===== src/sv/ppmt_pkg.sv =====
// Shared types and constants for the priority pair match table.
package ppmt_pkg;

  localparam int CMD_W   = 3;
  localparam int SCORE_W = 32;
  localparam int DELTA_W = SCORE_W + 1;
  localparam int SUM_W   = 48;

  // Command codes carried in the cmd field
  typedef enum logic [CMD_W-1:0] {
    CMD_PADD       = 3'd0,
    CMD_APPEND     = 3'd1,
    CMD_FIND_SCENE = 3'd2,
    CMD_FIND_MODEL = 3'd3,
    CMD_CLEAR      = 3'd4
  } cmd_t;

  // Entry update broadcast to every cell
  typedef enum logic [1:0] {
    OP_NONE,
    OP_WRITE,
    OP_SHIFT
  } cell_op_t;

  // Controller sequence
  typedef enum logic [2:0] {
    ST_IDLE,
    ST_WALK,
    ST_DECIDE,
    ST_WRITE,
    ST_SHIFT,
    ST_DONE
  } state_t;

  // Search token flags handed from cell to cell
  typedef struct packed {
    logic stop;
    logic can;
    logic has_s;
    logic has_m;
    logic found;
  } tok_flags_t;

  localparam tok_flags_t TOK_INIT = '{stop: 1'b0, can: 1'b1, has_s: 1'b0,
                                      has_m: 1'b0, found: 1'b0};

endpackage


===== src/sv/ppmt_cell.sv =====
// One table cell: holds one pair and advances the search token by one place.
module ppmt_cell #(
  parameter int TABLE_DEPTH = 256,
  parameter int INDEX_WIDTH = 16,
  parameter int POS         = 0
) (
  input  logic                                 clk,
  // broadcast command keys
  input  logic [ppmt_pkg::CMD_W-1:0]           cmd,
  input  logic [INDEX_WIDTH-1:0]               key_model,
  input  logic [INDEX_WIDTH-1:0]               key_scene,
  input  logic signed [ppmt_pkg::SCORE_W-1:0]  key_priority,
  input  logic [$clog2(TABLE_DEPTH+1)-1:0]     count,
  // search token from the left neighbor
  input  ppmt_pkg::tok_flags_t                 flags_in,
  input  logic [$clog2(TABLE_DEPTH)-1:0]       si_in,
  input  logic [$clog2(TABLE_DEPTH)-1:0]       mi_in,
  input  logic signed [ppmt_pkg::SCORE_W-1:0]  score_s_in,
  input  logic signed [ppmt_pkg::SCORE_W-1:0]  score_m_in,
  input  logic [INDEX_WIDTH-1:0]               partner_in,
  // search token to the right neighbor
  output ppmt_pkg::tok_flags_t                 flags_out,
  output logic [$clog2(TABLE_DEPTH)-1:0]       si_out,
  output logic [$clog2(TABLE_DEPTH)-1:0]       mi_out,
  output logic signed [ppmt_pkg::SCORE_W-1:0]  score_s_out,
  output logic signed [ppmt_pkg::SCORE_W-1:0]  score_m_out,
  output logic [INDEX_WIDTH-1:0]               partner_out,
  // entry update
  input  ppmt_pkg::cell_op_t                   op,
  input  logic [$clog2(TABLE_DEPTH)-1:0]       op_idx,
  input  logic [INDEX_WIDTH-1:0]               wr_model,
  input  logic [INDEX_WIDTH-1:0]               wr_scene,
  input  logic signed [ppmt_pkg::SCORE_W-1:0]  wr_score,
  input  logic signed [ppmt_pkg::SCORE_W-1:0]  wr_priority,
  // entry of the right neighbor, for compaction
  input  logic [INDEX_WIDTH-1:0]               nb_model,
  input  logic [INDEX_WIDTH-1:0]               nb_scene,
  input  logic signed [ppmt_pkg::SCORE_W-1:0]  nb_score,
  input  logic signed [ppmt_pkg::SCORE_W-1:0]  nb_priority,
  // own entry
  output logic [INDEX_WIDTH-1:0]               ent_model,
  output logic [INDEX_WIDTH-1:0]               ent_scene,
  output logic signed [ppmt_pkg::SCORE_W-1:0]  ent_score,
  output logic signed [ppmt_pkg::SCORE_W-1:0]  ent_priority
);

  localparam int IW = $clog2(TABLE_DEPTH);
  localparam int CW = $clog2(TABLE_DEPTH + 1);
  localparam logic [IW-1:0] POS_I = IW'(POS);
  localparam logic [CW-1:0] POS_C = CW'(POS);

  logic                 occupied;
  logic                 scene_hit;
  logic                 model_hit;
  logic                 higher;
  ppmt_pkg::tok_flags_t flags_next;
  logic [IW-1:0]        si_next;
  logic [IW-1:0]        mi_next;
  logic signed [ppmt_pkg::SCORE_W-1:0] score_s_next;
  logic signed [ppmt_pkg::SCORE_W-1:0] score_m_next;
  logic [INDEX_WIDTH-1:0] partner_next;

  // Compare own entry against the broadcast keys
  assign occupied  = POS_C < count;
  assign scene_hit = occupied && (ent_scene == key_scene);
  assign model_hit = occupied && !scene_hit && (ent_model == key_model);
  assign higher    = key_priority > ent_priority;

  // Advance the token through this place
  always_comb begin
    flags_next   = flags_in;
    si_next      = si_in;
    mi_next      = mi_in;
    score_s_next = score_s_in;
    score_m_next = score_m_in;
    partner_next = partner_in;
    unique case (cmd)
      ppmt_pkg::CMD_PADD: begin
        if (!flags_in.stop) begin
          if (scene_hit) begin
            si_next          = POS_I;
            score_s_next     = ent_score;
            flags_next.has_s = 1'b1;
            flags_next.can   = higher;
            flags_next.stop  = !higher || flags_in.has_m;
          end else if (model_hit) begin
            mi_next          = POS_I;
            score_m_next     = ent_score;
            flags_next.has_m = 1'b1;
            flags_next.can   = higher;
            flags_next.stop  = !higher || flags_in.has_s;
          end
        end
      end
      ppmt_pkg::CMD_FIND_SCENE: begin
        if (occupied && !flags_in.found && (ent_model == key_model)) begin
          flags_next.found = 1'b1;
          partner_next     = ent_scene;
        end
      end
      ppmt_pkg::CMD_FIND_MODEL: begin
        if (occupied && !flags_in.found && (ent_scene == key_scene)) begin
          flags_next.found = 1'b1;
          partner_next     = ent_model;
        end
      end
      default: begin
      end
    endcase
  end

  // Hold the token for the next cell
  always_ff @(posedge clk) begin
    flags_out   <= flags_next;
    si_out      <= si_next;
    mi_out      <= mi_next;
    score_s_out <= score_s_next;
    score_m_out <= score_m_next;
    partner_out <= partner_next;
  end

  // Overwrite this entry, or take the right neighbor's during compaction
  always_ff @(posedge clk) begin
    if (op == ppmt_pkg::OP_WRITE && op_idx == POS_I) begin
      ent_model    <= wr_model;
      ent_scene    <= wr_scene;
      ent_score    <= wr_score;
      ent_priority <= wr_priority;
    end else if (op == ppmt_pkg::OP_SHIFT && POS_I >= op_idx) begin
      ent_model    <= nb_model;
      ent_scene    <= nb_scene;
      ent_score    <= nb_score;
      ent_priority <= nb_priority;
    end
  end

endmodule


===== config.mk =====
export PLATFORM = sky130hd
export DESIGN_NAME = ppmt_cell
export DESIGN_NICKNAME = d
export VERILOG_FILES = /design/src/sv/ppmt_pkg.sv /design/src/sv/ppmt_cell.sv
export SDC_FILE = /design/constraint.sdc
export NUM_CORES = 1
export LEC_CHECK = 0
export BUFFER_PORTS_ARGS = -buffer_cell sky130_fd_sc_hd__buf_2
export CORE_AREA = 2 2 223 225
export CTS_BUF_LIST = sky130_fd_sc_hd__clkbuf_4
export DETAILED_ROUTE_END_ITERATION = 10
export DIE_AREA = 0 0 225 227
export GPL_ROUTABILITY_DRIVEN = 1
export SLEW_MARGIN = 20
export SYNTH_ARGS = -nofsm -noshare
export SYNTH_HDL_FRONTEND = slang
export SYNTH_SLANG_ARGS = --single-unit

===== constraint.sdc =====
create_clock -name clk -period 4.3 [get_ports clk]
set_clock_uncertainty 0.2 [all_clocks]
set_input_delay 0.215 -clock clk [delete_from_list [all_inputs] [get_ports clk]]
set_output_delay 0.215 -clock clk [all_outputs]
set_load 0.02 [all_outputs]

==> qor.csv, run 1 <==
stage;metric;value;unit
yosys;asr flop ratio synth;0;%
clocking;Sink Count;197;
clocking;clock buffer count from CTS;17;
placement;port buffer count;576;
yosys;Post-synth EDFFs;96;
floorplan;row count;81;
clocking;setup repair bufs after CTS;0;
placement;HPWL after DPL;26980;um
run_status;stopping stage;4_1_cts;
floorplan;Initial Utilization;17.99;%
yosys;Mapped Cells;638;
yosys;Ys Warns;0;
placement;gp weighted congestion;0.8264;
yosys;Synth top area share;33.01;%
yosys;syn_nets;1050;
clocking;CTS Buffer Depth;2;
yosys;Synth area leader;edfxtp_1;
yosys;unique cell type count in the Yosys netlist;44;
yosys;Yosys reg bits;197;
clocking;cts hold-fix bufs;373;
run_status;status;did not finish;
floorplan;number of I/O pins;577;
yosys;Top FF cell, synth;dfxtp_1;
yosys;Cell Area, Synth;8733;um^2
floorplan;Vert. Die Dim;227;um
yosys;top post-synthesis cells by area;edfxtp_1 (33%), dfxtp_1 (23%), mux2_2 (17%);
clocking;# H-tree levels;4;
floorplan;Chip Width;225;um
clocking;post-CTS sizing;0;
clocking;clk root buf;clkbuf_4;
yosys;post-synthesis area per instance;13.69;um^2
run_status;First Err;[ERROR RSZ-0060] Max buffer count reached.;
yosys;sequential area share after synthesis;56.16;%
placement;Post-Place Setup Slack;1081;ps
through the flow:
| step | cell area, um^2 | cells | hold WS [ps] |
|---|---|---|---|
| floorplan | 8733 | 638 | 113.9 |
| detailed placement | 12310 | 1822 | 206.8 |
| global placement | 12310 | 1822 | 205.0 |
cell usage after synthesis, types with 9 or more instances:
cell type	instances
mux2_2	129
dfxtp_1	101
edfxtp_1	96
nand2_1	45
inv_1	33
ha_1	32
mux2_4	31
xor2_1	25
a22oi_1	16
a21oi_1	13
nor4_1	13
clkbuf_1	11
nand4_1	9
nor2b_1	9
cells by family after synthesis:
kind of cell	count (synthesis)	synth area share, %
flops	197	56.16
mux	161	22.08
simple gates	113	7.006
buf+inv	55	3.266
compound gates	47	3.596
xor+xnor	33	3.309
fa+ha+maj	32	4.584
==> run 2, diff against run 1 <==
--- a/config.mk
+++ b/config.mk
@@ -6,11 +6,11 @@
 export NUM_CORES = 1
 export LEC_CHECK = 0
 export BUFFER_PORTS_ARGS = -buffer_cell sky130_fd_sc_hd__buf_2
-export CORE_AREA = 2 2 223 225
-export CTS_BUF_LIST = sky130_fd_sc_hd__clkbuf_4
+export CORE_AREA = 2 2 222 224
 export DETAILED_ROUTE_END_ITERATION = 10
-export DIE_AREA = 0 0 225 227
+export DIE_AREA = 0 0 224 226
 export GPL_ROUTABILITY_DRIVEN = 1
+export PLACE_DENSITY_LB_ADDON = 0.15
 export SLEW_MARGIN = 20
 export SYNTH_ARGS = -nofsm -noshare
 export SYNTH_HDL_FRONTEND = slang
==> qor.csv, run 2 <==
stage;metric;value;unit;change
worst_setup_path;critical path endpoint category;flop;;
run_status;status;finished, final reports clean;;
timing;part of the cycle the worst path needs;81.25;%;
min_path;Hold Crit Class;in -> reg;;
worst_setup_path;crit path DAT;3660;ps;
pwr;PD cells;274.1;nW/um^2;
yosys;Commonest cells post-synth;mux2_2 (129), dfxtp_1 (101), edfxtp_1 (96);;
yosys;top post-synthesis cells by area;edfxtp_1 (33%), dfxtp_1 (23%), mux2_2 (17%);;
grt;largest net degree at the start of global routing;67;;
yosys;Post-synth EDFFs;96;;unchanged
final_layout;most frequent cells in the layout;buf_2 (576), dlygate4sd3_1 (295), mux2_2 (129);;
timing;endpoints failing hold;0;;
floorplan;Initial Utilization;18.07;%;+0.075 points
timing;Final setup viols;0;;
clocking;clk root buf;clkbuf_16;;
yosys;Yosys reg bits;197;;unchanged
floorplan;number of I/O pins;577;;unchanged
timing;maximum clock frequency;0.2862;GHz;
clocking;Clock Latency Late Sink;490;ps;
yosys;sequential area share after synthesis;56.16;%;unchanged
route;drt wl/cell;16.87;um;
worst_setup_path;Startpoint Class;flop;;
route;Vias;8358;;
yosys;Top FF cell, synth;dfxtp_1;;
timing;fin worst setup slack;806.1;ps;
worst_setup_path;Reg2Reg Launch Point;ent_priority[14]$_DFFE_PP_;;
route;uppermost layer routed;met5;;
floorplan;Placeable Area;48340;um^2;
floorplan;Chip Width;224;um;-0.44%
yosys;Synth top area share;33.01;%;unchanged
route;DRC Markers;0;;
worst_setup_path;FF-to-FF setup slack;810;ps;
final_layout;commonest non-fill, non-tap cell in the layout;buf_2;;
worst_setup_path;Worst Reg-to-Reg Cells;10;;
grt;antenna violations before repair;11;;
route;met2 WL post-DR;19060;um;
clocking;Reg clk slew, reported paths;80;ps;
worst_setup_path;CP max FO;3;;
route;met3 wire length;2652;um;
placement;HPWL after DPL;28170;um;+4.4%
clocking;Sink Count;197;;unchanged
timing;Relative slew margins;38.09;%;
route;remaining antenna violation count;0;;
clocking;CTS tree;done;;
clocking;CTS Buffer Depth;2;;unchanged
yosys;Cell Area, Synth;8733;um^2;unchanged
route;met1 WL;13760;um;
placement;gp weighted congestion;0.7848;;-5.0%
clocking;clock buffer count from CTS;17;;unchanged
yosys;Mapped Cells;638;;unchanged
route;DR iter-0 viols;162;;
clocking;post-CTS sizing;0;;unchanged
timing;tightest hold margin;91.30;ps;
final_layout;Register Area;4905;um^2;
floorplan;Vert. Die Dim;226;um;-0.44%
min_path;WHS Path Cells;4;;
grt;first-pass GRT wire length;52410;um;
final_layout;fin util;32.87;%;
yosys;Ys Warns;0;;unchanged
yosys;asr flop ratio synth;0;%;unchanged
yosys;post-synthesis area per instance;13.69;um^2;unchanged
route;total wire length;36380;um;
timing;Period minus WS final;3494;ps;
placement;port buffer count;576;;unchanged
clocking;# H-tree levels;4;;unchanged
worst_setup_path;CP required;4470;ps;
worst_setup_path;FF-to-FF End;flags_out[4]$_DFF_P_;;
grt;Total GRT Usage;14.04;%;
pwr;Max IR drop VDD;243.1;uV;
yosys;Synth area leader;edfxtp_1;;
timing;Slew @ Worst Pin;927.6;ps;
floorplan;row count;81;;unchanged
worst_setup_path;WS Path Type;reg -> reg;;
route;Avg Vias per Cell;3.875;;
yosys;cell with the most instances after synthesis;mux2_2;;
route;Pre-antenna DRT Iters;4;;
min_path;WHS Endpoint;flags_out[3]$_DFF_P_;;
yosys;syn_nets;1050;;unchanged
yosys;unique cell type count in the Yosys netlist;44;;unchanged
min_path;hold path start;cmd[1];;
placement;Post-Place Setup Slack;974.4;ps;-106.7 ps
final_layout;area occupied by multi-input gates;3552;um^2;
timing;Slew Viols, Final;0;;
flow_run;max_cap viols;0;;
final_layout;area grow syn2layout;81.93;%;
grt;vias in the first global route;9100;;
grt;total grt overflow;0;;
final_layout;final-layout fill cell count;4965;;
floorplan;die area;50620;um^2;
final_layout;fraction of layout cells with a size suffix above 1;51.47;%;
timing;setup_tns;0;ps;
pwr;Leakage;0.007203;uW;
timing;RSZ-0062 raised after global routing;false;;
final_layout;NumNets Final;1928;;
[run 2: worst max-delay path by stage]
stage | startpoint | to | slack, ps | depth (start not counted)
2_1_floorplan | op_idx[0] | ent_model[0]$_DFFE_PP_ | 780 | 2
3_3_place_gp | ent_model[4]$_DFFE_PP_ | score_m_out[28]$_DFF_P_ | 980 | 7
3_5_place_dp | ent_model[4]$_DFFE_PP_ | score_m_out[29]$_DFF_P_ | 970 | 7
4_1_cts | ent_priority[14]$_DFFE_PP_ | flags_out[4]$_DFF_P_ | 740 | 10
5_1_grt | ent_priority[14]$_DFFE_PP_ | flags_out[4]$_DFF_P_ | 480 | 10
6_report | ent_priority[14]$_DFFE_PP_ | flags_out[4]$_DFF_P_ | 810 | 10
[run 2: area by class of cell]
cell class | count | share of cell area (%)
antenna | 6 | 0.09450
clock buffer | 18 | 2.835
clock inverter | 14 | 0.8111
inverter | 33 | 0.7796
multi-input combinational | 386 | 22.36
sequential | 197 | 30.87
tap | 622 | 4.898
timing repair buffer | 881 | 37.36
[run 2: power breakdown]
part | internal [uW] | switching [uW] | total, uW
registers | 2010 | 14.2 | 2030
logic | 424 | 250 | 675
clock network | 804 | 849 | 1650
[run 2: critical path: stages (launching register included)]
cell           delay [ps]
edfxtp_1              370
inv_1                  50
ha_1                  310
nand4_1               180
nor4_1                590
a21boi_0              220
o311ai_0              140
and4_1                290
o311ai_0              310
o211ai_1              130
dlygate4sd3_1         570
[run 2: kinds of logic (layout without fill, tap and decap cells)]
logic type / after synthesis / after routing / synth area share [%]
adder cells (fa/ha/maj): 32 / 32 / 4.584
flip-flops: 197 / 197 / 56.16
XOR/XNOR: 33 / 33 / 3.309
AND/OR/NAND/NOR: 113 / 113 / 7.006
other: 0 / 6 / 0
multiplexers: 161 / 161 / 22.08
AO/OA/AOI/OAI: 47 / 47 / 3.596
buffers and inverters: 55 / 946 / 3.266
[run 2: layer usage]
layer | vias up | global-route usage [%]
met5 | - | 0
met4 | 8 | 5.849
met3 | 55 | 5.165
met2 | 295 | 25.50
met1 | 3913 | 14.55
li1 | 4087 | -
[run 2: timing repair]
action                                 in CTS  in global routing
hold buffers                              295                  0
endpoints found under the hold margin     197                  0
setup buffers                               0                  0
[run 2: stage by stage]
stage,cells,area (um^2),total power (uW)
6_report,2157,15890,4356
5_1_grt,2156,15890,4562
4_1_cts,2151,15870,4459
3_5_place_dp,1824,12340,2540
3_3_place_gp,1824,12340,2540
2_1_floorplan,638,8733,2268
No activity file was read; power rests on OpenSTA's default activity.
