**src/sv/ppmt_pkg.sv**
```systemverilog
// Shared types and constants for the priority pair match table.
package ppmt_pkg;

  localparam int CMD_W   = 3;
  localparam int SCORE_W = 32;
  localparam int DELTA_W = SCORE_W + 1;
  localparam int SUM_W   = 48;

  // Command codes carried in the cmd field
  typedef enum logic [CMD_W-1:0] {
    CMD_PADD       = 3'd0,
    CMD_APPEND     = 3'd1,
    CMD_FIND_SCENE = 3'd2,
    CMD_FIND_MODEL = 3'd3,
    CMD_CLEAR      = 3'd4
  } cmd_t;

  // Entry update broadcast to every cell
  typedef enum logic [1:0] {
    OP_NONE,
    OP_WRITE,
    OP_SHIFT
  } cell_op_t;

  // Controller sequence
  typedef enum logic [2:0] {
    ST_IDLE,
    ST_WALK,
    ST_DECIDE,
    ST_WRITE,
    ST_SHIFT,
    ST_DONE
  } state_t;

  // Search token flags handed from cell to cell
  typedef struct packed {
    logic stop;
    logic can;
    logic has_s;
    logic has_m;
    logic found;
  } tok_flags_t;

  localparam tok_flags_t TOK_INIT = '{stop: 1'b0, can: 1'b1, has_s: 1'b0,
                                      has_m: 1'b0, found: 1'b0};

endpackage

```
**src/sv/ppmt_in_if.sv**
```systemverilog
// Command channel: valid/ready handshake with one command and its pair.
interface ppmt_in_if #(
  parameter int IDX_W = 16
);
  logic                                 valid;
  logic                                 ready;
  logic [ppmt_pkg::CMD_W-1:0]           cmd;
  logic [IDX_W-1:0]                     model_index;
  logic [IDX_W-1:0]                     scene_index;
  logic signed [ppmt_pkg::SCORE_W-1:0]  pair_score;
  logic signed [ppmt_pkg::SCORE_W-1:0]  pair_priority;

  modport source (output valid, cmd, model_index, scene_index, pair_score, pair_priority,
                  input ready);
  modport sink   (input valid, cmd, model_index, scene_index, pair_score, pair_priority,
                  output ready);
endinterface

```
**src/sv/ppmt_out_if.sv**
```systemverilog
// Result channel: valid/ready handshake with one result per command.
interface ppmt_out_if #(
  parameter int IDX_W = 16,
  parameter int CNT_W = 9
);
  logic                                valid;
  logic                                ready;
  logic                                accepted;
  logic                                found;
  logic [IDX_W-1:0]                    partner_index;
  logic [CNT_W-1:0]                    pair_count;
  logic signed [ppmt_pkg::SUM_W-1:0]   total_score;
  logic                                table_full;

  modport source (output valid, accepted, found, partner_index, pair_count, total_score,
                  table_full, input ready);
  modport sink   (input valid, accepted, found, partner_index, pair_count, total_score,
                  table_full, output ready);
endinterface

```
**src/sv/ppmt_ctrl.sv**
```systemverilog
// Command sequencer: launches the search walk, resolves it and updates count and total.
module ppmt_ctrl #(
  parameter int TABLE_DEPTH = 256,
  parameter int INDEX_WIDTH = 16
) (
  input  logic                                 clk,
  input  logic                                 rst,
  ppmt_in_if.sink                              item,
  ppmt_out_if.source                           result,
  // broadcast keys
  output logic [ppmt_pkg::CMD_W-1:0]           cmd,
  output logic [INDEX_WIDTH-1:0]               key_model,
  output logic [INDEX_WIDTH-1:0]               key_scene,
  output logic signed [ppmt_pkg::SCORE_W-1:0]  key_score,
  output logic signed [ppmt_pkg::SCORE_W-1:0]  key_priority,
  output logic [$clog2(TABLE_DEPTH+1)-1:0]     count,
  // token leaving the last cell
  input  ppmt_pkg::tok_flags_t                 last_flags,
  input  logic [$clog2(TABLE_DEPTH)-1:0]       last_si,
  input  logic [$clog2(TABLE_DEPTH)-1:0]       last_mi,
  input  logic signed [ppmt_pkg::SCORE_W-1:0]  last_score_s,
  input  logic signed [ppmt_pkg::SCORE_W-1:0]  last_score_m,
  input  logic [INDEX_WIDTH-1:0]               last_partner,
  // entry update broadcast
  output ppmt_pkg::cell_op_t                   op,
  output logic [$clog2(TABLE_DEPTH)-1:0]       op_idx
);

  localparam int IW = $clog2(TABLE_DEPTH);
  localparam int CW = $clog2(TABLE_DEPTH + 1);
  localparam logic [IW-1:0] WALK_LAST = IW'(TABLE_DEPTH - 1);
  localparam logic [CW-1:0] DEPTH_C   = CW'(TABLE_DEPTH);
  localparam int SW = ppmt_pkg::SUM_W;
  localparam int DW = ppmt_pkg::DELTA_W;

  ppmt_pkg::state_t state, state_next;
  logic [IW-1:0]    wcnt;
  logic signed [SW-1:0] sum;
  logic [IW-1:0]    wr_idx;
  logic [IW-1:0]    rm_idx;
  logic signed [ppmt_pkg::SCORE_W-1:0] rm_score;
  logic signed [DW-1:0] delta;
  logic             rm_pending;
  logic             grow;
  logic             res_accepted;
  logic             res_found;
  logic [INDEX_WIDTH-1:0] res_partner;
  logic             res_full;
  logic             out_valid;
  logic             out_accepted;
  logic             out_found;
  logic [INDEX_WIDTH-1:0] out_partner;
  logic [CW-1:0]    out_count;
  logic signed [SW-1:0] out_total;
  logic             out_full;

  // decision taken at the end of the walk
  logic             do_write;
  logic             do_remove;
  logic             do_grow;
  logic             do_clear;
  logic             dec_accepted;
  logic             dec_full;
  logic [IW-1:0]    dec_idx;
  logic signed [DW-1:0] dec_delta;
  logic             full;
  logic             load_out;

  assign full     = count == DEPTH_C;
  assign load_out = (state == ppmt_pkg::ST_DONE) && (!out_valid || result.ready);

  // Resolve the finished token into a table update
  always_comb begin
    do_write     = 1'b0;
    do_remove    = 1'b0;
    do_grow      = 1'b0;
    do_clear     = 1'b0;
    dec_accepted = 1'b0;
    dec_full     = 1'b0;
    dec_idx      = count[IW-1:0];
    dec_delta    = DW'(key_score);
    unique case (cmd)
      ppmt_pkg::CMD_PADD: begin
        if (last_flags.can) begin
          if (last_flags.has_s) begin
            do_write     = 1'b1;
            do_remove    = last_flags.has_m;
            dec_accepted = 1'b1;
            dec_idx      = last_si;
            dec_delta    = DW'(key_score) - DW'(last_score_s);
          end else if (last_flags.has_m) begin
            do_write     = 1'b1;
            dec_accepted = 1'b1;
            dec_idx      = last_mi;
            dec_delta    = DW'(key_score) - DW'(last_score_m);
          end else if (!full) begin
            do_write     = 1'b1;
            do_grow      = 1'b1;
            dec_accepted = 1'b1;
          end else begin
            dec_full     = 1'b1;
          end
        end
      end
      ppmt_pkg::CMD_APPEND: begin
        if (!full) begin
          do_write     = 1'b1;
          do_grow      = 1'b1;
          dec_accepted = 1'b1;
        end else begin
          dec_full     = 1'b1;
        end
      end
      ppmt_pkg::CMD_CLEAR: begin
        do_clear = 1'b1;
      end
      default: begin
      end
    endcase
  end

  // Next state and cell broadcast
  always_comb begin
    state_next = state;
    op         = ppmt_pkg::OP_NONE;
    op_idx     = wr_idx;
    unique case (state)
      ppmt_pkg::ST_IDLE: begin
        if (item.valid) begin
          if (item.cmd == ppmt_pkg::CMD_PADD || item.cmd == ppmt_pkg::CMD_FIND_SCENE ||
              item.cmd == ppmt_pkg::CMD_FIND_MODEL) begin
            state_next = ppmt_pkg::ST_WALK;
          end else begin
            state_next = ppmt_pkg::ST_DECIDE;
          end
        end
      end
      ppmt_pkg::ST_WALK: begin
        if (wcnt == WALK_LAST) begin
          state_next = ppmt_pkg::ST_DECIDE;
        end
      end
      ppmt_pkg::ST_DECIDE: begin
        state_next = do_write ? ppmt_pkg::ST_WRITE : ppmt_pkg::ST_DONE;
      end
      ppmt_pkg::ST_WRITE: begin
        op         = ppmt_pkg::OP_WRITE;
        state_next = rm_pending ? ppmt_pkg::ST_SHIFT : ppmt_pkg::ST_DONE;
      end
      ppmt_pkg::ST_SHIFT: begin
        op         = ppmt_pkg::OP_SHIFT;
        op_idx     = rm_idx;
        state_next = ppmt_pkg::ST_DONE;
      end
      ppmt_pkg::ST_DONE: begin
        if (load_out) begin
          state_next = ppmt_pkg::ST_IDLE;
        end
      end
      default: begin
        state_next = ppmt_pkg::ST_IDLE;
      end
    endcase
  end

  assign item.ready = state == ppmt_pkg::ST_IDLE;

  // Hold the state
  always_ff @(posedge clk) begin
    if (rst) begin
      state <= ppmt_pkg::ST_IDLE;
    end else begin
      state <= state_next;
    end
  end

  // Table count and score total
  always_ff @(posedge clk) begin
    if (rst) begin
      count <= '0;
      sum   <= '0;
    end else begin
      unique case (state)
        ppmt_pkg::ST_DECIDE: begin
          if (do_clear) begin
            count <= '0;
            sum   <= '0;
          end
        end
        ppmt_pkg::ST_WRITE: begin
          sum <= sum + {{(SW-DW){delta[DW-1]}}, delta};
          if (grow) begin
            count <= count + CW'(1);
          end
        end
        ppmt_pkg::ST_SHIFT: begin
          sum   <= sum - {{(SW-ppmt_pkg::SCORE_W){rm_score[ppmt_pkg::SCORE_W-1]}}, rm_score};
          count <= count - CW'(1);
        end
        default: begin
        end
      endcase
    end
  end

  // Latch the command, advance the walk, record the decision
  always_ff @(posedge clk) begin
    if (state == ppmt_pkg::ST_IDLE && item.valid) begin
      cmd          <= item.cmd;
      key_model    <= item.model_index;
      key_scene    <= item.scene_index;
      key_score    <= item.pair_score;
      key_priority <= (item.cmd == ppmt_pkg::CMD_APPEND) ? '0 : item.pair_priority;
      wcnt         <= '0;
    end else if (state == ppmt_pkg::ST_WALK) begin
      wcnt <= wcnt + IW'(1);
    end
    if (state == ppmt_pkg::ST_DECIDE) begin
      wr_idx       <= dec_idx;
      rm_idx       <= last_mi;
      rm_score     <= last_score_m;
      delta        <= dec_delta;
      rm_pending   <= do_remove;
      grow         <= do_grow;
      res_accepted <= dec_accepted;
      res_full     <= dec_full;
      res_found    <= (cmd == ppmt_pkg::CMD_FIND_SCENE || cmd == ppmt_pkg::CMD_FIND_MODEL) &&
                      last_flags.found;
      res_partner  <= (cmd == ppmt_pkg::CMD_FIND_SCENE || cmd == ppmt_pkg::CMD_FIND_MODEL) &&
                      last_flags.found ? last_partner : '0;
    end
  end

  // Output register: take a new result once the previous one has been transferred
  always_ff @(posedge clk) begin
    if (rst) begin
      out_valid <= 1'b0;
    end else if (load_out) begin
      out_valid <= 1'b1;
    end else if (result.ready) begin
      out_valid <= 1'b0;
    end
  end

  always_ff @(posedge clk) begin
    if (load_out) begin
      out_accepted <= res_accepted;
      out_found    <= res_found;
      out_partner  <= res_partner;
      out_count    <= count;
      out_total    <= sum;
      out_full     <= res_full;
    end
  end

  assign result.valid         = out_valid;
  assign result.accepted      = out_accepted;
  assign result.found         = out_found;
  assign result.partner_index = out_partner;
  assign result.pair_count    = out_count;
  assign result.total_score   = out_total;
  assign result.table_full    = out_full;

endmodule

```
**src/flat_wrapper.sv**
```systemverilog
// flat-port wrapper written by rule: the top's interface ports become plain ports
module ppmt_ctrl_flat 
#(
  parameter int TABLE_DEPTH = 256,
  parameter int INDEX_WIDTH = 16
)
  (clk, rst, cmd, key_model, key_scene, key_score, key_priority, count, last_flags, last_si, last_mi, last_score_s, last_score_m, last_partner, op, op_idx, item_valid, item_cmd, item_model_index, item_scene_index, item_pair_score, item_pair_priority, item_ready, result_valid, result_accepted, result_found, result_partner_index, result_pair_count, result_total_score, result_table_full, result_ready);
  ppmt_in_if item_i ();
  ppmt_out_if result_i ();
  input  logic clk;
  input  logic rst;
  output logic [ppmt_pkg::CMD_W-1:0] cmd;
  output logic [INDEX_WIDTH-1:0] key_model;
  output logic [INDEX_WIDTH-1:0] key_scene;
  output logic signed [ppmt_pkg::SCORE_W-1:0] key_score;
  output logic signed [ppmt_pkg::SCORE_W-1:0] key_priority;
  output logic [$clog2(TABLE_DEPTH+1)-1:0] count;
  input  ppmt_pkg::tok_flags_t last_flags;
  input  logic [$clog2(TABLE_DEPTH)-1:0] last_si;
  input  logic [$clog2(TABLE_DEPTH)-1:0] last_mi;
  input  logic signed [ppmt_pkg::SCORE_W-1:0] last_score_s;
  input  logic signed [ppmt_pkg::SCORE_W-1:0] last_score_m;
  input  logic [INDEX_WIDTH-1:0] last_partner;
  output ppmt_pkg::cell_op_t op;
  output logic [$clog2(TABLE_DEPTH)-1:0] op_idx;
  input wire logic [$bits(item_i.valid)-1:0] item_valid;
  input wire logic [$bits(item_i.cmd)-1:0] item_cmd;
  input wire logic [$bits(item_i.model_index)-1:0] item_model_index;
  input wire logic [$bits(item_i.scene_index)-1:0] item_scene_index;
  input wire logic [$bits(item_i.pair_score)-1:0] item_pair_score;
  input wire logic [$bits(item_i.pair_priority)-1:0] item_pair_priority;
  output wire logic [$bits(item_i.ready)-1:0] item_ready;
  output wire logic [$bits(result_i.valid)-1:0] result_valid;
  output wire logic [$bits(result_i.accepted)-1:0] result_accepted;
  output wire logic [$bits(result_i.found)-1:0] result_found;
  output wire logic [$bits(result_i.partner_index)-1:0] result_partner_index;
  output wire logic [$bits(result_i.pair_count)-1:0] result_pair_count;
  output wire logic [$bits(result_i.total_score)-1:0] result_total_score;
  output wire logic [$bits(result_i.table_full)-1:0] result_table_full;
  input wire logic [$bits(result_i.ready)-1:0] result_ready;
  assign item_i.valid = item_valid;
  assign item_i.cmd = item_cmd;
  assign item_i.model_index = item_model_index;
  assign item_i.scene_index = item_scene_index;
  assign item_i.pair_score = item_pair_score;
  assign item_i.pair_priority = item_pair_priority;
  assign item_ready = item_i.ready;
  assign result_valid = result_i.valid;
  assign result_accepted = result_i.accepted;
  assign result_found = result_i.found;
  assign result_partner_index = result_i.partner_index;
  assign result_pair_count = result_i.pair_count;
  assign result_total_score = result_i.total_score;
  assign result_table_full = result_i.table_full;
  assign result_i.ready = result_ready;
  ppmt_ctrl #(.TABLE_DEPTH(TABLE_DEPTH), .INDEX_WIDTH(INDEX_WIDTH)) u_core (.clk(clk), .rst(rst), .item(item_i), .result(result_i), .cmd(cmd), .key_model(key_model), .key_scene(key_scene), .key_score(key_score), .key_priority(key_priority), .count(count), .last_flags(last_flags), .last_si(last_si), .last_mi(last_mi), .last_score_s(last_score_s), .last_score_m(last_score_m), .last_partner(last_partner), .op(op), .op_idx(op_idx));
endmodule
```
**config.mk**
```make
export PLATFORM = sky130hd
export DESIGN_NAME = ppmt_ctrl_flat
export DESIGN_NICKNAME = d
export VERILOG_FILES = /design/src/sv/ppmt_pkg.sv /design/src/sv/ppmt_in_if.sv /design/src/sv/ppmt_out_if.sv /design/src/sv/ppmt_ctrl.sv /design/src/flat_wrapper.sv
export SDC_FILE = /design/constraint.sdc
export NUM_CORES = 1
export LEC_CHECK = 0
export ABC_AREA = 1
export BUFFER_PORTS_ARGS = -buffer_cell sky130_fd_sc_hd__buf_2
export CORE_MARGIN = 2
export CORE_UTILIZATION = 50
export CTS_CLUSTER_DIAMETER = 100
export DETAILED_ROUTE_END_ITERATION = 8
export HOLD_SLACK_MARGIN = 0.06
export PLACE_DENSITY = 0.71
export SYNTH_ARGS = -nofsm -noshare
export SYNTH_HDL_FRONTEND = slang
export SYNTH_SLANG_ARGS = --single-unit
```
**constraint.sdc**
```tcl
create_clock -name clk -period 8.2 [get_ports clk]
set_input_delay 1.64 -clock clk [delete_from_list [all_inputs] [get_ports clk]]
set_output_delay 1.64 -clock clk [all_outputs]
set_load 0.02 [all_outputs]
```
==> results of run 1 <==
-- sequential cells by signal, summed over array words and instances, names as in the netlist, 9 cells and up --
| name | cells |
|---|---|
| u_core.rm_score | 32 |
| u_core.key_scene | 16 |
| u_core.res_partner | 16 |
| u_core.sum | 48 |
| u_core.delta | 33 |
| u_core.result.total_score | 48 |
| u_core.result.pair_count | 9 |
| u_core.result.partner_index | 16 |
| u_core.key_score | 32 |
| u_core.key_model | 16 |
| u_core.key_priority | 32 |
| u_core.count | 9 |
-- layer usage --
| layer | GRT usage | vias up | routed length, µm |
|---|---|---|---|
| li1 | - | 10860 | - |
| met1 | 0.3652 | 9528 | 29040 |
| met2 | 0.4856 | 653 | 32970 |
| met3 | 0.03786 | 129 | 4189 |
| met4 | 0.1127 | 4 | 2769 |
| met5 | 0 | - | 30 |
-- cell type report --
class,instances,area (µm²)
fillers,4392,18570
inverters,577,2181
multi-input cells,2164,10840
well taps,600,750.7
flip-flops and latches,346,9699
clock inverters,24,203.9
clock buffers,45,977.2
diodes,1,2.502
repair buffers,407,2059
-- through the flow --
step                      hold WS [ns]  std cells  utilization  instance area, µm²  power, mW
after floorplan                 0.4003       3131            -               22930      5.471
after global placement          0.4005       4094       0.5638               25530      6.508
after detailed placement        0.4045       4094       0.5638               25530      6.550
after CTS                       0.4181       4163       0.5899               26710      8.221
after global routing            0.4224       4164       0.5899               26710      8.811
final                           0.4175       4164       0.5899               26710      8.222
-- final timing paths --
check / to / slack (ns)
max: op_idx[1] / 4.14
min: u_core.result.partner_index[5]$_DFFE_PP_ / 0.42
max reg2reg: u_core.sum[32]$_SDFFE_PP0P_ / 4.19
min reg2reg: u_core.result.partner_index[5]$_DFFE_PP_ / 0.42
-- kinds of logic (layout without fill, tap and decap cells) --
group / count (synthesis) / count (layout) / synth area share
buffers and inverters: 621 / 1053 / 0.1050
XOR/XNOR: 30 / 30 / 0.01146
adder cells (fa/ha/maj): 125 / 125 / 0.06951
other: 0 / 1 / 0
AO/OA/AOI/OAI: 369 / 369 / 0.08698
AND/OR/NAND/NOR: 1640 / 1640 / 0.3040
flip-flops: 346 / 346 / 0.4230
-- cell usage after synthesis, types with 2 or more instances --
cell / instances / area share
a21boi_0: 2 / 0.00065
a21o_1: 5 / 0.0016
a21oi_1: 198 / 0.043
a22o_1: 3 / 0.0011
a22oi_1: 2 / 0.00065
a31oi_1: 4 / 0.0011
and2_1: 7 / 0.0019
buf_1: 2 / 0.00033
buf_2: 7 / 0.0015
buf_4: 2 / 0.00065
buf_6: 5 / 0.0025
clkbuf_1: 27 / 0.0044
dfxtp_1: 69 / 0.060
edfxtp_1: 277 / 0.36
fa_1: 4 / 0.0035
ha_1: 121 / 0.066
inv_1: 563 / 0.092
inv_2: 10 / 0.0016
inv_6: 2 / 0.00076
nand2_1: 970 / 0.16
nand2_2: 10 / 0.0027
nand2_4: 4 / 0.0020
nand3_1: 227 / 0.050
nand3_2: 3 / 0.0013
nand3b_1: 19 / 0.0062
nand4_1: 38 / 0.010
nor2_1: 264 / 0.043
nor2_2: 19 / 0.0052
nor2_4: 2 / 0.00098
nor3_1: 33 / 0.0072
nor3_2: 3 / 0.0013
o211ai_1: 3 / 0.00098
o21a_1: 2 / 0.00065
o21ai_0: 119 / 0.026
o21ai_1: 2 / 0.00044
o21ai_2: 2 / 0.00076
o21bai_1: 12 / 0.0039
o221ai_1: 2 / 0.00076
o22ai_1: 2 / 0.00055
or2_1: 4 / 0.0011
or2_2: 29 / 0.0079
xnor2_1: 5 / 0.0019
xor2_1: 25 / 0.0095
-- cell usage in the layout (no fill, tap or decap), types with 5 or more instances in the layout --
| cell | n |
|---|---|
| buf_4 | 9 |
| nand4_1 | 38 |
| nand2_1 | 970 |
| and2_1 | 7 |
| a21o_1 | 5 |
| nor2_2 | 20 |
| clkbuf_16 | 38 |
| clkinv_2 | 7 |
| inv_6 | 5 |
| o21bai_1 | 12 |
| ha_1 | 121 |
| o21ai_0 | 119 |
| nor2_1 | 261 |
| nand3b_1 | 19 |
| edfxtp_1 | 277 |
| inv_1 | 562 |
| xor2_1 | 25 |
| clkbuf_1 | 7 |
| xnor2_1 | 5 |
| inv_2 | 10 |
| a21oi_1 | 198 |
| clkinv_1 | 6 |
| dfxtp_1 | 69 |
| nand3_1 | 227 |
| or2_2 | 29 |
| nor3_1 | 33 |
| nand2_2 | 10 |
| buf_2 | 398 |
-- power by group through the flow --
stage,clock [mW],combinational [mW],sequential (mW)
2_1_floorplan,0,2.57,2.90
3_3_place_gp,0,3.79,2.72
3_5_place_dp,0,3.82,2.73
4_1_cts,1.69,3.84,2.70
5_1_grt,1.75,4.33,2.74
6_report,1.66,3.87,2.70
==> flow_summary.json, run 1 <==
{
  "die_h_um": 218.2,
  "synthArstFlopShare": 0,
  "drt_iter0_markers": 1419,
  "p_comb_frac": 0.470,
  "tns_ns": 0,
  "slowest_delay_ns": 0.44,
  "reg2regPathDepth": 18,
  "cts_inserted_buffers": 38,
  "ys.flop_type": "edfxtp_1",
  "fp.coreArea_um2": 45280,
  "p_leak_nw": 13.30,
  "p_per_area_nw_per_um2": 307.8,
  "clock_latency_ns": 0.58,
  "p_clk_frac": 0.202,
  "cts-resized-gates": 0,
  "drc_errors": 0,
  "start_util": 0.5064,
  "track_usage": 0.2844,
  "worstMarginPinSlew_ns": 1.189,
  "slew_violations": 0,
  "intPower_mw": 4.547,
  "antenna_found_initial": 3,
  "fin_crit_ns": 4.065,
  "layout_setup_ws_ns": 4.135,
  "status": "finished clean",
  "place_congestion": 1.005,
  "synth_edf_count": 277,
  "final-setup-viol-count": 0,
  "startpoint": "u_core.state[0]$_SDFFE_PP0P_",
  "dr.pass1.iters": 5,
  "cp_cell_sequence": "or2_4 > nor2_8 > inv_6 > nand2_1 > nand2_1 > buf_2",
  "crit_family": "simple AND/OR/NAND/NOR gates",
  "end_kind": "output port",
  "die_area_um2": 47590,
  "hp-start": "u_core.res_partner[5]$_SDFFCE_PN0N_",
  "clk_pin_slew_ns": 0.06,
  "finalWirelength_mm": 69.00,
  "routedWlPerCell_um": 16.57,
  "synth_cell_types": 65,
  "p_seq_frac": 0.328,
  "fin_crit_sh": 0.4957,
  "sw_frac_of_total": 0.4470,
  "max_cap_viol_count": 0,
  "slew_headroom": 0.2043,
  "area_growth_pct": 16.50,
  "clock_sinks": 346,
  "crit_type": "register to output port",
  "postCtsSetupRepairBufs": 0,
  "avgSynthCellArea_um2": 7.324,
  "fmax_ghz": 0.2460,
  "hold_path_depth": 0,
  "r2r_start": "u_core.state[0]$_SDFFE_PP0P_",
  "final_nets": 3863,
  "layout-drive-gt1-share": 0.1575,
  "dp_hpwl_mm": 55.37,
  "via_count": 21170,
  "required_ns": 6.56,
  "grt_pass1_wl_mm": 104.8,
  "critPathArrivalTime_ns": 2.42,
  "peakVddDrop_mv": 0.2399,
  "clockRootBuffer": "clkbuf_16",
  "cp_common_cell": "nand2_1",
  "grt_pass1_vias": 19700,
  "postRouteAntennaNets": 0,
  "hp-class": "register to register",
  "cp-start-kind": "register",
  "fp.dieW_um": 218.2,
  "ios": 400,
  "rows": 78,
  "place_ws_ns": 4.005,
  "cp_max_fo": 69,
  "finalHoldViolCount": 0,
  "grt_max_degree": 74,
  "synthCells": 3131,
  "switchingPower_mw": 3.676,
  "crit_buf_inv": 2,
  "critPathSlowestCell": "nor2_8",
  "cp_num_cells": 6,
  "yosysWarningCount": 0,
  "syn_area_um2": 22930,
  "viasPerCell": 5.085,
  "ys_ff_latch": 346,
  "cts_max_path_buffers": 3,
  "rsz0062_at_grt": "false",
  "cts_tree": "yes",
  "grt-ovfl-total": 0,
  "cts_hold_buf": 0,
  "synth_seq_area_share": 0.4230,
  "syn-num-nets": 3460,
  "htree_levels": 2,
  "io_buffer_count": 398,
  "finalClockSkew_ns": 0.02470
}
Power figures use the tool's default switching activity.
==> run 2, diff against run 1 <==
Clock period 8.2 ns to 3.85 ns, I/O delays scaled along.
==> flow_summary.json, run 2 (synthesis gave the netlist of run 1 again) <==
{
  "status": "finished clean",
  "sw_frac_of_total": 0.4433,
  "io_buffer_count": 398,
  "rows": 78,
  "p_per_area_nw_per_um2": 662.1,
  "fin_area_um2": 27000,
  "r2r_start": "u_core.delta[1]$_DFFE_PN_",
  "fp.coreArea_um2": 45280,
  "place_congestion": 0.9929,
  "drt_iter0_markers": 1358,
  "max_cap_viol_count": 0,
  "required_ns": 4.25,
  "grt_max_degree": 68,
  "fin_crit_ns": 3.547,
  "via_count": 21280,
  "finalClockSkew_ns": 0.03983,
  "grt_pass1_vias": 20180,
  "final-setup-viol-count": 0,
  "postCtsSetupRepairBufs": 0,
  "p_seq_frac": 0.322,
  "die_h_um": 218.2,
  "dr.pass1.iters": 5,
  "cp_max_fo": 5,
  "cts_tree": "yes",
  "rsz0062_at_grt": "false",
  "peakVddDrop_mv": 0.6492,
  "worstMarginPinSlew_ns": 1.079,
  "postRouteAntennaNets": 0,
  "finalHoldViolCount": 0,
  "reg2regPathDepth": 21,
  "routedWlPerCell_um": 16.81,
  "grt_pass1_wl_mm": 106.7,
  "hp-class": "input pin to register",
  "hp-start": "item_pair_score[6]",
  "utilization": 0.5963,
  "critPathArrivalTime_ns": 3.95,
  "fmax_ghz": 0.2819,
  "crit_type": "register to register",
  "placed_cell_area_um2": 25700,
  "layout-drive-gt1-share": 0.1649,
  "intPower_mw": 9.954,
  "place_ws_ns": 0.2523,
  "finalWirelength_mm": 70.38,
  "grt-ovfl-total": 0,
  "cts_max_path_buffers": 3,
  "p_leak_nw": 13.47,
  "drc_errors": 0,
  "clock_sinks": 346,
  "startpoint": "u_core.delta[1]$_DFFE_PN_",
  "end_kind": "register",
  "dp_hpwl_mm": 56.52,
  "area_growth_pct": 17.77,
  "layout_commonest_cell": "nand2_1",
  "p_clk_frac": 0.208,
  "slew_headroom": 0.2807,
  "final_nets": 3883,
  "switchingPower_mw": 7.926,
  "fp.dieW_um": 218.2,
  "die_area_um2": 47590,
  "final_cell_mix": "nand2_1 (970), inv_1 (562), buf_2 (398), edfxtp_1 (277), nor2_1 (257)",
  "htree_levels": 2,
  "hold_path_depth": 1,
  "clock_latency_ns": 0.58,
  "p_comb_frac": 0.470,
  "fin_crit_sh": 0.9214,
  "tns_ns": 0,
  "slew_violations": 0,
  "track_usage": 0.2905,
  "cp-start-kind": "register",
  "cts_inserted_buffers": 39,
  "start_util": 0.5064,
  "layout_setup_ws_ns": 0.3027,
  "clockRootBuffer": "clkbuf_16",
  "clk_pin_slew_ns": 0.06,
  "ios": 400,
  "antenna_found_initial": 3,
  "viasPerCell": 5.083
}
-- run 2: cell types whose count changed in the layout (fill, tap and decap cells not counted), sizes merged --
cell | before | now
clkinvlp | 4 | 1
clkinv | 16 | 18
clkbuf | 45 | 47
diode | 1 | 2
buf | 407 | 426
bufinv | 2 | 3
-- run 2: critical path, stage by stage, from the launching register on --
cell and delay, ns:
edfxtp_1 0.41, inv_1 0.10, ha_1 0.19, inv_1 0.08
buf_4 0.14, nor2_1 0.09, nand4_1 0.18, nor2_1 0.17
xor2_1 0.16, nand2_1 0.06, o21ai_0 0.11, ha_1 0.33
nand2_1 0.15, inv_1 0.05, nand2_1 0.06, nand2_1 0.07
inv_1 0.06, nand2_1 0.12, nand3b_1 0.37, or2_2 0.37
nand3_1 0.07, a21oi_1 0.07
-- run 2: area by class of cell --
class	instances	area, µm²
fillers	4409	18280
multi-input cells	2164	10870
flip-flops and latches	346	9699
repair buffers	426	2227
inverters	577	2181
clock buffers	47	1047
well taps	600	750.7
clock inverters	24	225.2
diodes	2	5.005
-- run 2: per-stage QoR --
stage,hold WS (ns),cells,power [mW]
2_1_floorplan,0.4003,3131,11.61
3_5_place_dp,0.4052,4113,14.10
3_3_place_gp,0.4006,4113,14.00
5_1_grt,0.3469,4186,19.16
4_1_cts,0.3364,4184,17.86
6_report,0.3712,4186,17.88
-- run 2: final timing paths --
path / to / slack (ns)
min reg2reg: u_core.result.partner_index[7]$_DFFE_PP_ / 0.42
max: u_core.sum[23]$_SDFFE_PP0P_ / 0.30
max reg2reg: u_core.sum[23]$_SDFFE_PP0P_ / 0.30
min: u_core.key_score[6]$_DFFE_PP_ / 0.37
-- run 2: timing repair --
action | CTS | global route
setup endpoints to repair | 0 | 9
hold buffers | 0 | 0
resized for setup | 0 | 9
-- run 2: metal layers --
layer  part of all wire  track usage  vias to the layer above
li1                   -            -                    10930
met1               0.41       0.3683                     9530
met2               0.48       0.4964                      674
met3              0.067      0.04732                      143
met4              0.040       0.1125                        2
met5            0.00018            0                        -
-- run 2: power groups by stage --
| stage | Sequential, mW | Clock (mW) | Combinational, mW |
|---|---|---|---|
| 2_1_floorplan | 6.12 | 0 | 5.49 |
| 3_3_place_gp | 5.79 | 0 | 8.21 |
| 3_5_place_dp | 5.81 | 0 | 8.28 |
| 4_1_cts | 5.74 | 3.80 | 8.32 |
| 5_1_grt | 5.84 | 3.92 | 9.40 |
| 6_report | 5.75 | 3.72 | 8.41 |
